===== config.mk =====
export PLATFORM = sky130hd
export DESIGN_NAME = plk_cell
export DESIGN_NICKNAME = d
export VERILOG_FILES = /design/src/rtl/plk_pkg.sv /design/src/rtl/plk_cell.sv
export SDC_FILE = /design/constraint.sdc
export NUM_CORES = 1
export LEC_CHECK = 0
export BUFFER_PORTS_ARGS = -buffer_cell sky130_fd_sc_hd__buf_2
export CAP_MARGIN = 30
export CORE_MARGIN = 3
export CORE_UTILIZATION = 48
export DETAILED_ROUTE_END_ITERATION = 10
export GPL_TIMING_DRIVEN = 0
export MAX_ROUTING_LAYER = met4
export PLACE_DENSITY = 0.86
export SETUP_SLACK_MARGIN = 0.1
export SLEW_MARGIN = 10
export SYNTH_ARGS = -nofsm -noshare
export SYNTH_HDL_FRONTEND = slang
export SYNTH_SLANG_ARGS = --single-unit

===== constraint.sdc =====
create_clock -name clk -period 3 [get_ports clk]
set_input_delay 0.9 -clock clk [delete_from_list [all_inputs] [get_ports clk]]
set_output_delay 0.9 -clock clk [all_outputs]
set_load 0.05 [all_outputs]

===== src/rtl/plk_pkg.sv =====
// Shared types and constants for the positional list engine.
package plk_pkg;

	localparam int PLK_CAPACITY = 64;
	localparam int DATA_W = 32;
	localparam int POS_W = 7;

	typedef enum logic [1:0] {
		FN_GET    = 2'd0,
		FN_LOCATE = 2'd1,
		FN_INSERT = 2'd2,
		FN_DELETE = 2'd3
	} plk_func_t;

	typedef enum logic [1:0] {
		ST_OK        = 2'd0,
		ST_BAD_POS   = 2'd1,
		ST_FULL      = 2'd2,
		ST_NOT_FOUND = 2'd3
	} plk_status_t;

	typedef enum logic [1:0] {
		S_IDLE,
		S_EXEC,
		S_SCAN
	} plk_state_t;

	// Command broadcast from the controller to every cell.
	typedef struct packed {
		logic              get;
		logic              locate;
		logic              ins;
		logic              del;
		logic [POS_W-1:0]  pos;
		logic [DATA_W-1:0] key;
	} plk_cmd_t;

	// Search token that travels down the row one cell per cycle.
	typedef struct packed {
		logic              valid;
		logic              found;
		logic [DATA_W-1:0] data;
		logic [POS_W-1:0]  pos;
	} plk_scan_t;

endpackage


===== src/rtl/plk_cell.sv =====
// One storage cell of the list: holds one element and one stage of the search token.
module plk_cell #(
	parameter int IDX   = 0,
	parameter int LEN_W = 7
) (
	input  logic                     clk,
	input  logic                     arst_n,
	input  plk_pkg::plk_cmd_t        cmd,
	input  logic [LEN_W-1:0]         len,
	input  logic [plk_pkg::DATA_W-1:0] left_data,
	input  logic [plk_pkg::DATA_W-1:0] right_data,
	output logic [plk_pkg::DATA_W-1:0] data,
	input  plk_pkg::plk_scan_t       scan_in,
	output plk_pkg::plk_scan_t       scan_out
);
	import plk_pkg::*;

	// 1-based position that this cell represents.
	localparam logic [31:0] RANK = 32'(IDX + 1);

	logic [DATA_W-1:0] data_q;
	logic [DATA_W-1:0] data_d;
	logic              tok_valid_q;
	logic              tok_found_q;
	logic [DATA_W-1:0] tok_data_q;
	logic [POS_W-1:0]  tok_pos_q;
	logic              in_range;
	logic              hit;
	logic [31:0]       pos_x;

	assign pos_x    = 32'(cmd.pos);
	assign in_range = (RANK <= 32'(len));
	assign hit      = in_range && ((cmd.get && (pos_x == RANK)) ||
	                              (cmd.locate && (data_q == cmd.key)));

	// Insert moves cells at and above the position up by one; delete moves them down.
	always_comb begin
		data_d = data_q;
		if (cmd.ins) begin
			if (RANK > pos_x) begin
				data_d = left_data;
			end else if (RANK == pos_x) begin
				data_d = cmd.key;
			end
		end else if (cmd.del) begin
			if (RANK >= pos_x) begin
				data_d = right_data;
			end
		end
	end

	always_ff @(posedge clk) begin
		data_q <= data_d;
	end

	always_ff @(posedge clk or negedge arst_n) begin
		if (!arst_n) begin
			tok_valid_q <= 1'b0;
		end else begin
			tok_valid_q <= scan_in.valid;
		end
	end

	// The first hit along the row wins; later cells pass the token on untouched.
	always_ff @(posedge clk) begin
		if (scan_in.found || !hit) begin
			tok_found_q <= scan_in.found;
			tok_data_q  <= scan_in.data;
			tok_pos_q   <= scan_in.pos;
		end else begin
			tok_found_q <= 1'b1;
			tok_data_q  <= data_q;
			tok_pos_q   <= POS_W'(RANK);
		end
	end

	assign data     = data_q;
	assign scan_out = {tok_valid_q, tok_found_q, tok_data_q, tok_pos_q};

endmodule

Word-level counts from Yosys, hierarchy flattened:

Index checks and enable logic that the tools add are counted.

* flip-flop bits (word level): 73
* input port bits: 157
* output and inout bits: 73
* logic and storage cells: 27

* magnitude comparators: 3
* eq/ne operators: 4
* muxes and demuxes: 6
* reduce and logical (&&, ||, !) cells: 9

Operator list (number)
* 32-bit two-way mux: 6
* 32-bit equality test: 1
* 1-bit by 7-bit equality test with 1-bit output, first input constant: 1
* 7-bit by 1-bit equality test with 1-bit output, second input constant: 1
* 1-bit by 7-bit greater-or-equal comparator with 1-bit output, first input constant: 1
* 1-bit by 7-bit greater-than comparator with 1-bit output, first input constant: 1
* 1-bit by 7-bit <= comparator with 1-bit output, first input constant: 1
* 2-bit nonzero test: 2
* 1-bit logical AND: 3
* 3-bit by 1-bit inequality test with 1-bit output, second input constant: 1
* 3-bit AND reduction: 1
* 1-bit logical OR: 2
* 1-bit zero test: 1

Logic depth before layout (Yosys ltp):

* word-level depth: 7
* gate-level depth with buffers: 7

Worst setup path before layout:

Ideal clock, no wire load.

* path type: input to register
* start point: in cmd[40] (netlist name)
* end point: reg data_q[0], in the netlist data[0], enable pin
* data arrival time: 2885 ps
* data required time: 2579 ps
* path slack: -306 ps
* stages: 4
* path buffers: 2
* cells stage by stage: clkbuf_1 -> buf_1 -> nor2_1 -> nor2_1

* word-level cells in the longest chain between the ends: 2

RTL lines
* from (decl): line plk_cell.sv:8 `input plk_pkg::plk_cmd_t cmd,`
* 3-bit by 1-bit inequality test with 1-bit output (no source line) / 2-bit nonzero test (equally long branches)
* 3-bit AND reduction (no source line) (*)
* to (signal assigned): line plk_cell.sv:53 `data_q <= data_d;`
* to (decl): line plk_cell.sv:21 `logic [DATA_W-1:0] data_q;`

Mark *: on every way between the ends. The rest lies on a longest branch, timed or not.
A chain may end at the register's enable or synchronous reset.

Final worst setup path:

* start point: in cmd[26] (netlist name)
* end point: reg tok_data_q[21]

* word-level cells in the longest chain between the ends: 7

RTL lines
* 32-bit equality test: line plk_cell.sv:34 `(cmd.locate && (data_q == cmd.key)));`
* 1-bit logical AND: line plk_cell.sv:34
* 1-bit logical OR: line plk_cell.sv:33 `assign hit = in_range && ((cmd.get && (pos_x == RANK)) ||`
* 1-bit logical AND: line plk_cell.sv:33
* 1-bit zero test: line plk_cell.sv:66 `if (scan_in.found || !hit) begin`
* 1-bit logical OR: line plk_cell.sv:66
* 32-bit two-way mux: line plk_cell.sv:66
* to (signal assigned): line plk_cell.sv:68 `tok_data_q <= scan_in.data;`
* to (signal assigned): line plk_cell.sv:72 `tok_data_q <= data_q;`
* to (decl): line plk_cell.sv:25 `logic [DATA_W-1:0] tok_data_q;`

No other way between the ends.

==> impl_results.md <==
* Post-Route WL at 15300 um
* Clock Power Share at 0.318
* CP Data Required Time at between 3 and 4 ns
* CTS tree: yes
* DRC viols at 0
* WHS at 0.327 ns
* Tcrit/Tclk final at 0.938
* CP endpoint kind: register
* Net Sw Frac at 0.299
* Reg power frac at 0.475
* Worst hold path type: input port to async pin
* Comb power frac at 0.208
* Layout Area Growth over Synthesis at 36.4%
* CP Buf/Inv Count at 3
* Crit path max-delay family: simple AND/OR/NAND/NOR gates
* Yosys top cell by area: edfxtp_1
* Status: completed
* RSZ-0062 raised after global routing: false
* Initial DRC Count at 469
* IO Count at 230
* Die width at 98.9 um
* Slew margin rel. at 0.586
* Share of the synthesized area in the top cell type at 0.232
* Sequential area share after synthesis at 0.431
* Remaining Overflow, GRT at 0
* Crit path max fanout at 10
* Initial core utilization at 0.499
* Routed vias/inst at around 5.9
* CTS buffer count at 9
* Hold-fix buffers, CTS at 0
* Reg2Reg Launch Point: data[26]$_DFFE_PP_
* Vias in the first global route at between 4000 and 5000
* WS Path Type: input port to register
* FP Rows at 33
* DRT Pass-1 Iters at 8
* R2R setup slack at 0.33 ns
* Startpoint types: input port
* Psw at about 680 uW
* Post-route ant nets at 0
* Max-slew violations at 0
* Routed wire per std cell at between 15 and 20 um
* IO Port Bufs at between 200 and 250
* CTS resizes at 0
* Net count, final at 840
* Global-route wire length before repair at 22900 um
* CTS sink cnt at 73
* Worst Tran Pin Value at 0.616 ns
* Final Hold Fails at 0
* Largest net degree at the start of global routing at 18
* Post-route minimum period at between 2 and 3 ns
* Clock Skew at 0.0144 ns
* Placed cell count at 775
* Power per standard cell area at 406 nW/um^2
* Reg-to-Reg End: tok_data_q[21]$_DFF_P_
* Max cap viols at 0
* Die area at 9780 um^2
* Area contributors post-synth: edfxtp_1 (23%), dfxtp_1 (19%), a222oi_1 (7.7%)
* Syn Std Cell Area at 4140 um^2
* Cell count after synthesis at 441
* Layout cells sized above 1 at 0.374
* Die height at 98.9 um
* Most common cell after layout, fill and taps aside: buf_2
* Max Clk Rate at 355 MHz
* Final setup viols at 0
* Internal at 1610 uW
* Non-Filler Instances at roughly 800
* Distinct cells, synth at 29
* Gpl congestion at ~0.95
* Gr usage total at 0.304
* Static Leak at between 0.002 and 0.0025 uW
* Core Util, Final at 0.681
* Initial antenna violation count at 2
* Peak VDD IR at 258 uV
* Crit-path slowest cell: nor4_1
* Dpl hpwl at 11700 um
* Synth warn at 0
* Seq cells post-synth at 73
* Clk buf depth at 2
* Worst EP arrival at 3.05 ns
* Worst reg-to-reg path cell count at 7
* Avg Synthesized Cell Area at between 9 and 10 um^2
* Core area at between 8000 and 9000 um^2
* Worst skew pair latency at between 0.3 and 0.4 ns
* Post-CTS Setup Bufs at 0
* H-tree depth at 3
* CP Cell Sequence: buf_2 -> xor2_1 -> nor4_1 -> nand3_1 -> or2_1 -> clkbuf_1 -> clkbuf_1 -> o211ai_1
* Total Power at 2290 uW
* Most used cell, CP: clkbuf_1
* Vias at 4684
* Worst-path clk slew at 0.08 ns
* Root Driver: clkbuf_8
* Most frequent cells in the layout: buf_2 (232), nor2_1 (40), dfxtp_1 (40), clkbuf_1 (35), nand3_1 (34)
* Slowest stage delay, CP at 0.44 ns
* Mapped Nets at roughly 600
## synth_stat cells (all sizes together)
master	n
a21oi	32
a222oi	32
and2	32
and3	6
buf	8
clkbuf	34
dfrtp	1
dfxtp	40
edfxtp	32
mux2i	32
nand2	3
nand3	34
nand4	4
nor2	41
nor3	1
nor4	6
o211ai	32
o21ai	32
o21bai	1
or2	2
or3	2
or4	2
xnor2	12
xor2	20
## how the worst max path moves through the flow
stage | startpoint | endpoint | slack [ns] | cells past startpoint
6_report | cmd[26] | tok_data_q[21]$_DFF_P_ | 0.19 | 8
5_1_grt | cmd[26] | tok_data_q[15]$_DFF_P_ | 0.09 | 8
4_1_cts | cmd[1] | tok_data_q[15]$_DFF_P_ | 0.14 | 8
3_5_place_dp | cmd[1] | tok_data_q[21]$_DFF_P_ | -0.18 | 8
3_3_place_gp | cmd[40] | data[10]$_DFFE_PP_ | -0.54 | 4
2_1_floorplan | cmd[40] | data[0]$_DFFE_PP_ | 0.21 | 4
## flip-flops by register name (all words and copies together) (netlist names)
| signal | count |
|---|---|
| data | 32 |
| tok_found_q | 1 |
| tok_data_q | 32 |
| tok_pos_q | 7 |
| tok_valid_q | 1 |
## metal layers
metal  wire length (um)  GRT usage
met1               5670      0.374
met2               7740      0.498
met3               1510     0.0580
met4                381      0.110
met5                  0          -
## layout make-up
type	count	area [um^2]
fillers	696	2650
clock inverters	4	23.8
well taps	105	131
repair buffers	231	1180
clock buffers	12	155
flip-flops and latches	73	1790
multi-input cells	326	2180
diodes	2	5.00
plain buffers	42	178
## cells by family after synthesis
kind of cell | Yosys count | synth area share
AND/OR/NAND/NOR | 133 | 0.165
multiplexers | 32 | 0.0773
buffers and inverters | 42 | 0.0429
AO/OA/AOI/OAI | 129 | 0.215
flip-flops | 73 | 0.431
XOR/XNOR | 32 | 0.0677
## stage by stage
step	setup TNS [ns]	instance area, um^2	setup WS, ns
detailed placement	-4.36	5450	-0.183
finish	0	5650	0.187
floorplan	0	4140	0.214
global route	0	5650	0.0853
global placement	-21.66	5420	-0.538
CTS	0	5630	0.143
## power groups by stage
stage	Sequential (uW)	Clock, uW	Combinational, uW
after floorplan	1220	0	163
after global placement	1110	0	457
after CTS	1090	736	473
after detailed placement	1110	0	471
final	1090	728	476
after global routing	1090	772	510
No activity file was read; power rests on OpenSTA's default activity.
